==> config.mk <==
export PLATFORM = sky130hd
export DESIGN_NAME = bsas_mag_unit
export DESIGN_NICKNAME = d
export VERILOG_FILES = /design/src/rtl/bsas_pkg.sv /design/src/rtl/bsas_mag_unit.sv
export SDC_FILE = /design/constraint.sdc
export NUM_CORES = 1
export LEC_CHECK = 0
export BUFFER_PORTS_ARGS = -buffer_cell sky130_fd_sc_hd__buf_2
export CAP_MARGIN = 0
export CELL_PAD_IN_SITES_DETAIL_PLACEMENT = 1
export CELL_PAD_IN_SITES_GLOBAL_PLACEMENT = 2
export CORE_AREA = 2 2 211 213
export DETAILED_ROUTE_END_ITERATION = 8
export DIE_AREA = 0 0 213 215
export PLACE_DENSITY_LB_ADDON = 0.1
export SYNTH_ARGS = -nofsm -noshare
export SYNTH_HDL_FRONTEND = slang
export SYNTH_SLANG_ARGS = --single-unit
==> constraint.sdc <==
create_clock -name vclk -period 12.5
set_clock_uncertainty 0.2 [all_clocks]
set_input_delay 1.875 -clock vclk [all_inputs]
set_output_delay 1.875 -clock vclk [all_outputs]
set_load 0.05 [all_outputs]
==> src/rtl/bsas_pkg.sv <==
// bsas_pkg: shared types, constants and digit helpers for the bcd sign-magnitude adder
// no dependencies
package bsas_pkg;

  localparam int MAX_DIGITS = 16;
  localparam int NIB_W      = 4;
  localparam int MAG_W      = MAX_DIGITS * NIB_W;

  localparam logic [3:0] DEC_MAX  = 4'd9;
  localparam logic [4:0] DEC_BASE = 5'd10;

  typedef logic [NIB_W-1:0] digit_t;
  typedef logic [MAG_W-1:0] mag_t;

  typedef enum logic {
    OP_ADD = 1'b0,
    OP_SUB = 1'b1
  } op_t;

  typedef struct packed {
    logic op;
    logic a_neg;
    mag_t a_bcd;
    logic b_neg;
    mag_t b_bcd;
  } req_t;

  typedef struct packed {
    logic sum_neg;
    mag_t sum_bcd;
    logic overflow;
  } res_t;

  // non-decimal nibbles clamp to nine
  function automatic digit_t sat_digit(digit_t d);
    return (d > DEC_MAX) ? DEC_MAX : d;
  endfunction

endpackage

==> src/rtl/bsas_mag_unit.sv <==
// bsas_mag_unit: magnitude compare, decimal add / subtract and sign select
// depends on bsas_pkg
module bsas_mag_unit import bsas_pkg::*; #(
  parameter int DIGITS = 16
) (
  input  req_t q,
  output res_t r
);

  digit_t                xd [MAX_DIGITS];
  digit_t                yd [MAX_DIGITS];
  digit_t                bd [MAX_DIGITS];
  digit_t                sd [MAX_DIGITS];
  logic [MAX_DIGITS-1:0] gen;
  logic [MAX_DIGITS-1:0] prop;
  logic [MAX_DIGITS:0]   c;
  logic                  b_eff_neg;
  logic                  same;
  logic                  a_gt;
  logic                  ovf;
  logic                  neg;
  mag_t                  mag;

  always_comb begin
    logic [4:0] t;
    b_eff_neg = q.b_neg ^ (op_t'(q.op) == OP_SUB);
    same      = (q.a_neg == b_eff_neg);

    // digits above the configured count read as zero
    for (int i = 0; i < MAX_DIGITS; i++) begin
      if (i < DIGITS) begin
        xd[i] = sat_digit(q.a_bcd[i*NIB_W +: NIB_W]);
        yd[i] = sat_digit(q.b_bcd[i*NIB_W +: NIB_W]);
      end else begin
        xd[i] = '0;
        yd[i] = '0;
      end
    end

    // higher digits override lower ones
    a_gt = 1'b0;
    for (int i = 0; i < MAX_DIGITS; i++) begin
      if (xd[i] > yd[i]) begin
        a_gt = 1'b1;
      end else if (xd[i] < yd[i]) begin
        a_gt = 1'b0;
      end
    end

    for (int i = 0; i < MAX_DIGITS; i++) begin
      bd[i] = a_gt ? xd[i] : yd[i];
      sd[i] = a_gt ? yd[i] : xd[i];
      if (same) begin
        t       = {1'b0, xd[i]} + {1'b0, yd[i]};
        gen[i]  = (t >= DEC_BASE);
        prop[i] = (t == {1'b0, DEC_MAX});
      end else begin
        t       = '0;
        gen[i]  = (bd[i] < sd[i]);
        prop[i] = (bd[i] == sd[i]);
      end
    end

    c[0] = 1'b0;
    for (int i = 0; i < MAX_DIGITS; i++) begin
      c[i+1] = gen[i] | (prop[i] & c[i]);
    end

    mag = '0;
    for (int i = 0; i < MAX_DIGITS; i++) begin
      if (same) begin
        t = {1'b0, xd[i]} + {1'b0, yd[i]} + {4'd0, c[i]};
        if (t >= DEC_BASE) begin
          t = t - DEC_BASE;
        end
      end else begin
        t = {1'b0, bd[i]} - {1'b0, sd[i]} - {4'd0, c[i]};
        if (t[4]) begin
          t = t + DEC_BASE;
        end
      end
      if (i < DIGITS) begin
        mag[i*NIB_W +: NIB_W] = t[NIB_W-1:0];
      end
    end

    ovf = same & c[DIGITS];
    neg = same ? q.a_neg : (a_gt ? q.a_neg : b_eff_neg);
    if (ovf) begin
      mag = '0;
    end
    if (ovf || (mag == '0)) begin
      neg = 1'b0;
    end

    r.sum_neg  = neg;
    r.sum_bcd  = mag;
    r.overflow = ovf;
  end

endmodule

Word-level counts from Yosys, hierarchy flattened
Index checks and enable logic that the tools add are counted.
{"block": "op_classes", "addsub": 94, "eq_ne": 31, "n_bitwise": 32, "n_mux": 178, "n_lt_le_gt_ge": 110, "n_reduce_logical": 2}
{"op": "2-to-1 mux 4 bit", "n": 112}
{"op": "greater-or-equal comparator 5 x 4 -> 1 bit, second input constant", "n": 31}
{"op": "greater-than comparator 4 bit, second input constant", "n": 32}
{"op": "< comparator 4 bit", "n": 31}
{"op": "adder 4 x 4 -> 5 bit", "n": 16}
{"op": "subtractor 4 x 4 -> 5 bit", "n": 16}
{"op": "adder 5 x 1 -> 5 bit", "n": 15}
{"op": "== test 5 x 4 -> 1 bit, second input constant", "n": 15}
{"op": "subtractor 5 x 1 -> 5 bit", "n": 15}
{"op": "2-to-1 mux 1 bit", "n": 65}
{"op": "adder 4 bit, second input constant", "n": 16}
{"op": "greater-than comparator 4 bit", "n": 16}
{"op": "zero test 64 bit", "n": 1}
{"op": "2-to-1 mux 64 bit", "n": 1}
{"op": "subtractor 4 bit, second input constant", "n": 16}
{"op": "== test 4 bit", "n": 15}
{"op": "bitwise AND 1 bit", "n": 16}
{"op": "bitwise OR 1 bit", "n": 15}
{"op": "== test 1 bit", "n": 1}
{"op": "logical OR 1 bit", "n": 1}
{"op": "XOR 1 bit", "n": 1}
{"block": "word_totals", "in_bits": 131, "output_inout_bits": 66, "elab_cells": 447, "reg_bits": 0}

Longest topological paths before layout
Gate-level depths: netlist of run 1.
{"block": "logic_depth", "ltp_word": 73, "mapped_depth": 37, "ltp_nobuf": 33}

Least setup slack after synthesis of run 1
Ideal clock, no wire load.
{"block": "synth_path", "kind": "input -> output", "start": "input q[35] (netlist name)", "end": "output r[65] (netlist name)", "path_buffers": 3, "cell_stages": 31, "path_slack_ns": 2.006, "t_arrival_ns": 8.419, "required_ns": 10.425, "cell_sequence": "inv_1 -> nor2_1 -> nor2_1 -> inv_1 -> ha_1 -> nand3b_2 -> or4_1 -> nor2_1 -> o2111ai_1 -> buf_4 -> buf_6 -> a2111oi_2 -> o21ai_0 -> a41oi_1 -> o21ai_0 -> a211o_1 -> nand2_1 -> o21ai_0 -> a21o_1 -> a21bo_2 -> fa_1 -> inv_1 -> fa_1 -> ha_1 -> nor4b_1 -> o211ai_1 -> o21ai_1 -> or4b_1 -> a2111oi_2 -> nor3_1 -> buf_4"}
{"block": "synth_via", "elab_chain_cells": 58, "elab_cells_between_ends": 293, "classes_between": "add/sub: 78; order compare: 35; eq/ne: 16; mux: 131; bitwise: 31; reduce/logical: 2"}
{"item": "start, declared", "line": "bsas_mag_unit.sv:6", "text": "input req_t q,"}
{"item": "greater-than comparator 4 bit", "line": "bsas_pkg.sv:36", "text": "return (d > DEC_MAX) ? DEC_MAX : d;"}
{"item": "2-to-1 mux 4 bit *", "line": "bsas_pkg.sv:36"}
{"item": "< comparator 4 bit", "line": "bsas_mag_unit.sv:45", "text": "end else if (xd[i] < yd[i]) begin"}
{"item": "2-to-1 mux 1 bit", "line": "bsas_mag_unit.sv:45"}
{"item": "2-to-1 mux 1 bit", "line": "bsas_mag_unit.sv:43", "text": "if (xd[i] > yd[i]) begin"}
{"item": "2-to-1 mux 1 bit", "line": "bsas_mag_unit.sv:45"}
{"item": "2-to-1 mux 1 bit", "line": "bsas_mag_unit.sv:43"}
{"item": "2-to-1 mux 1 bit", "line": "bsas_mag_unit.sv:45"}
{"item": "[42 not listed]"}
{"item": "subtractor 5 x 1 -> 5 bit / adder 5 x 1 -> 5 bit (equally long branches)", "line": "bsas_mag_unit.sv:77, bsas_mag_unit.sv:72"}
{"item": "adder 4 bit (tied with other cells)", "line": "bsas_mag_unit.sv:79", "text": "t = t + DEC_BASE;"}
{"item": "2-to-1 mux 4 bit, on equally long branches", "line": "bsas_mag_unit.sv:78, bsas_mag_unit.sv:73"}
{"item": "2-to-1 mux 4 bit", "line": "bsas_mag_unit.sv:71", "text": "if (same) begin"}
{"item": "2-to-1 mux 64 bit", "line": "bsas_mag_unit.sv:89", "text": "if (ovf) begin"}
{"item": "zero test 64 bit", "line": "bsas_mag_unit.sv:92", "text": "if (ovf || (mag == '0)) begin"}
{"item": "logical OR 1 bit", "line": "bsas_mag_unit.sv:92"}
{"item": "2-to-1 mux 1 bit *", "line": "bsas_mag_unit.sv:92"}
{"item": "end, declared", "line": "bsas_mag_unit.sv:7", "text": "output res_t r"}
Mark *: on every way between the ends. The rest lies on a longest branch, timed or not.

==> flow_summary.json, run 1 <==
{
  "port_buffers": 197,
  "grt_pass1_vias": 17600,
  "grt.overflow.total": 0,
  "postRouteAntennaNets": 0,
  "power_density_mw_per_mm2": 156,
  "drv_slew": 0,
  "slowest_delay_ns": 0.51,
  "worst_ep_required_time_ns": 10.43,
  "final_nets": 2776,
  "routed_wl_um": 67600,
  "grt_usage": 0.289,
  "cp.depth": 30,
  "crit_family": "compound AO/OA/AOI/OAI gates",
  "grt_max_degree": 77,
  "cp-end-kind": "output pin",
  "startpoint_type": "input port",
  "setup_violations": 0,
  "critPathSlowestCell": "or4_1",
  "arrival_ns": 10.07,
  "drtPass1Iterations": 5,
  "die_x_um": 213,
  "min_from": "q[80]",
  "cp_num_buf_inv": 5,
  "crit_path_end": "r[65]",
  "synth-seq-area-share": 0,
  "core_mm2": 0.0436,
  "synthDistinctLibCells": 108,
  "synth_nets": 2596,
  "dp_hpwl_um": 56300,
  "seq_cells": 0,
  "status": "complete, no violations",
  "p_leak_nw": 8.00,
  "rows": 77,
  "avgSynthCellArea_um2": 6.88,
  "crit_path_start": "q[95]",
  "ff_latch_area_um2": 0,
  "antenna_found_initial": 2,
  "place.gp.congestion": 0.911,
  "clkbuf_count": 0,
  "vias": 17100,
  "rsz0062_at_grt": "no",
  "peakVddDrop_uv": 103,
  "max-slew-margin-rel": 0.221,
  "crit_type": "input port to output pin",
  "cap_violations": 0,
  "drc": 0,
  "area_delta_synth_final_pct": 14.4,
  "grt_first_pass_wirelength_um": 104000,
  "vias_per_cell": 5.78,
  "fp.dieH_um": 215,
  "syn-cell-area_mm2": 0.0151,
  "syn_inst": 2198,
  "hold_class": "input port to output pin",
  "drtIter0Drc": 909,
  "cp_max_fo": 6,
  "layout-drive-gt1-share": 0.160,
  "wire_per_inst_um": 22.8,
  "fin_crit_sh": 0.972,
  "timing.hold.ws_ns": 4.45,
  "finalHoldViolations": 0,
  "n_antenna_cell": 0,
  "ys_warn_count": 0,
  "start_util": 0.347,
  "pin_count": 197,
  "dieArea_mm2": 0.0458,
  "max_freq_ghz": 0.0823,
  "fin_crit_ns": 12.15,
  "tightest_slew_ns": 1.17,
  "fin_setup_tns_ns": 0
}
synth_stat cells, types with 20 or more instances:
| cell type | number | share of area |
|---|---|---|
| a211oi_1 | 28 | 0.014 |
| a21o_1 | 20 | 0.0099 |
| a21oi_1 | 157 | 0.052 |
| a31oi_1 | 25 | 0.010 |
| buf_2 | 27 | 0.0089 |
| clkbuf_1 | 76 | 0.019 |
| fa_1 | 46 | 0.061 |
| ha_1 | 221 | 0.18 |
| inv_1 | 201 | 0.050 |
| mux2i_1 | 39 | 0.026 |
| nand2_1 | 168 | 0.042 |
| nand2b_1 | 67 | 0.028 |
| nand3_1 | 62 | 0.021 |
| nor2_1 | 200 | 0.050 |
| nor2b_1 | 57 | 0.024 |
| nor3_1 | 74 | 0.024 |
| o211ai_1 | 45 | 0.022 |
| o21ai_0 | 99 | 0.033 |
| o21bai_1 | 20 | 0.0099 |
| o22ai_1 | 52 | 0.021 |
| xnor2_1 | 89 | 0.052 |
| xor2_1 | 57 | 0.033 |
worst min-delay path: cells and delay by family:
kind	cells	cell delay (ns)
buffers and inverters	2	0.42
AO/OA/AOI/OAI	2	0.28
multiplexers	1	0.19
area by class of cell:
class	count	area, um^2
fill	5723	26300
multi-input combinational	1868	13900
inverter	201	754
timing repair buffer	307	1900
tap	592	741
report_power, final:
group          switching [mW]  leakage [nW]  internal (mW)
Clock                       0             0              0
Sequential                  0             0              0
Combinational            1.79          8.00          0.908
Total                    1.79          8.00          0.908
per-stage QoR:
step	setup WS [ns]	std cells	total power [mW]	utilization	cell area, um^2
after floorplan	2.01	2198	1.79	-	15100
after global routing	0.0115	2968	2.91	0.396	17300
after global placement	0.236	2958	2.61	0.392	17100
after CTS	0.128	2958	2.68	0.392	17100
after detailed placement	0.159	2958	2.66	0.392	17100
final	0.355	2968	2.70	0.396	17300
logic make-up after synthesis:
kind of cell,Yosys count,synth area share
XOR/XNOR,149,0.0886
adder cells (fa/ha/maj),267,0.244
buffers and inverters,330,0.0928
AND/OR/NAND/NOR,748,0.247
AO/OA/AOI/OAI,654,0.294
multiplexers,50,0.0342
routing by layer:
layer,track usage,share of wire
met5,0,0
met4,0.0555,0.023
met3,0.00775,0.030
met2,0.510,0.49
met1,0.391,0.46
timing repair:
item | in CTS | in global routing
hold buffers | 0 | 0
endpoints found under the setup margin | 0 | 1
resized for setup | 0 | 24
buffers inserted | 0 | 10
cell usage in the layout, fill, tap and decap left out, types with 25 or more instances in the layout:
cell        n
buf_2     197
buf_4     102
nor2_1    198
nand2_1   168
nand2b_1   67
o21ai_0    98
o22ai_1    52
fa_1       46
a21oi_1   157
a211oi_1   27
ha_1      216
nor3_1     73
xnor2_1    88
inv_1     201
nor2b_1    56
o211ai_1   45
mux2i_1    39
a31oi_1    25
xor2_1     56
nand3_1    62
how the worst min path moves through the flow:
stage,endpoint,cells after the start,slack (ns)
3_3_place_gp,r[15],5,4.41
5_1_grt,r[15],5,4.48
3_5_place_dp,r[15],5,4.42
4_1_cts,r[15],5,4.42
6_report,r[15],5,4.45
2_1_floorplan,r[65],3,3.88
(Power assumes the default switching activity.)
==> inputs of run 2 (changes only) <==
--- a/config.mk
+++ b/config.mk
@@ -9,9 +9,10 @@
 export CAP_MARGIN = 0
 export CELL_PAD_IN_SITES_DETAIL_PLACEMENT = 1
 export CELL_PAD_IN_SITES_GLOBAL_PLACEMENT = 2
-export CORE_AREA = 2 2 211 213
+export CORE_AREA = 2 2 272 167
 export DETAILED_ROUTE_END_ITERATION = 8
-export DIE_AREA = 0 0 213 215
+export DIE_AREA = 0 0 274 169
+export GPL_ROUTABILITY_DRIVEN = 0
 export PLACE_DENSITY_LB_ADDON = 0.1
 export SYNTH_ARGS = -nofsm -noshare
 export SYNTH_HDL_FRONTEND = slang
==> flow_summary.json, run 2 (synthesis gave the netlist of run 1 again) <==
{
  "vias": 17500,
  "pin_count": 197,
  "dieArea_mm2": 0.0463,
  "port_buffers": 197,
  "path_common_cell": "buf_4",
  "min_to": "r[16]",
  "layout-drive-gt1-share": 0.158,
  "grt_pass1_vias": 17100,
  "vias_per_cell": 5.93,
  "grt.overflow.total": 0,
  "final_cell_count_no_fill": 2954,
  "dp_hpwl_um": 58800,
  "drtPass1Iterations": 5,
  "peakVddDrop_uv": 113,
  "fin_crit_sh": 0.969,
  "ff_latch_area_um2": 0,
  "fin_setup_tns_ns": 0,
  "routed_wl_um": 69800,
  "postRouteAntennaNets": 0,
  "use_met1": 0.459,
  "status": "complete, no violations",
  "rows": 60,
  "setup_violations": 0,
  "crit_type": "input port to output pin",
  "fin_util": 0.390,
  "drtIter0Drc": 1292,
  "area_delta_synth_final_pct": 13.4,
  "drv_slew": 0,
  "cp_num_buf_inv": 10,
  "clkbuf_count": 0,
  "grt_first_pass_wirelength_um": 105000,
  "cp-end-kind": "output pin",
  "hold_class": "input port to output pin",
  "placedInstanceArea_mm2": 0.0170,
  "cap_violations": 0,
  "drc": 0,
  "seq_cells": 0,
  "die_x_um": 274,
  "max_freq_ghz": 0.0826,
  "slowest_delay_ns": 0.49,
  "power_density_mw_per_mm2": 158,
  "postLayoutCellArea_mm2": 0.0172,
  "use_met2": 0.435,
  "holdPathStages": 5,
  "crit_family": "compound AO/OA/AOI/OAI gates",
  "fin_ws_ns": 0.387,
  "wire_per_inst_um": 23.6,
  "tightest_slew_ns": 0.985,
  "fp.dieH_um": 169,
  "critPathSlowestCell": "o41a_1",
  "dp_slack_ns": -0.0883,
  "final_nets": 2764,
  "layout_common_cells": "ha_1, inv_1, buf_2",
  "timing.hold.ws_ns": 4.40,
  "arrival_ns": 10.04,
  "start_util": 0.344,
  "cp_max_fo": 18,
  "p_leak_nw": 7.92,
  "antenna_found_initial": 1,
  "grtUsageMet3": 0.0172,
  "p_total_mw": 2.72,
  "fin_crit_ns": 12.11,
  "worst_ep_required_time_ns": 10.43,
  "gr-max-usage-layer": "met1",
  "core_mm2": 0.0440,
  "final_common_cell": "ha_1",
  "finalHoldViolations": 0,
  "max-slew-margin-rel": 0.343,
  "min_from": "q[129]",
  "dp.cells": 2949,
  "startpoint_type": "input port",
  "grt_usage": 0.291,
  "grt_max_degree": 118
}
==> run 2: power breakdown <==
part / switching (mW) / total (mW) / internal (mW)
sequential: 0 / 0 / 0
clock: 0 / 0.0000000107 / 0.0000000107
combinational: 1.82 / 2.72 / 0.895
total: 1.82 / 2.72 / 0.895
==> run 2: final cells by class <==
| cell class | count | area, um^2 |
|---|---|---|
| fill | 5748 | 26800 |
| multi-input combinational | 1868 | 13900 |
| timing repair buffer | 295 | 1750 |
| inverter | 201 | 754 |
| tap | 589 | 737 |
| antenna | 1 | 2.50 |
==> run 2: worst max-delay path by stage <==
stage	start	to	slack [ns]	depth (start not counted)
5_1_grt	q[15]	r[65]	-0.003	35
2_1_floorplan	q[35]	r[65]	2.01	31
6_report	q[112]	r[65]	0.39	37
3_5_place_dp	q[43]	r[65]	-0.09	33
4_1_cts	q[35]	r[65]	0.01	33
3_3_place_gp	q[43]	r[65]	-0.05	35
==> run 2: layer usage <==
layer / wire [um] / up-vias
met5: 0 / -
met4: 1160 / 0
met3: 4310 / 53
met2: 28900 / 571
met1: 35400 / 8679
li1: - / 8215
==> run 2: what timing repair did <==
action                                  CTS  global route
setup buffers                             0             4
hold endpoints to repair                  0             0
pin swaps                                 0             3
endpoints found under the setup margin    1             1
hold buffers                              0             0
resized for setup                         2            25
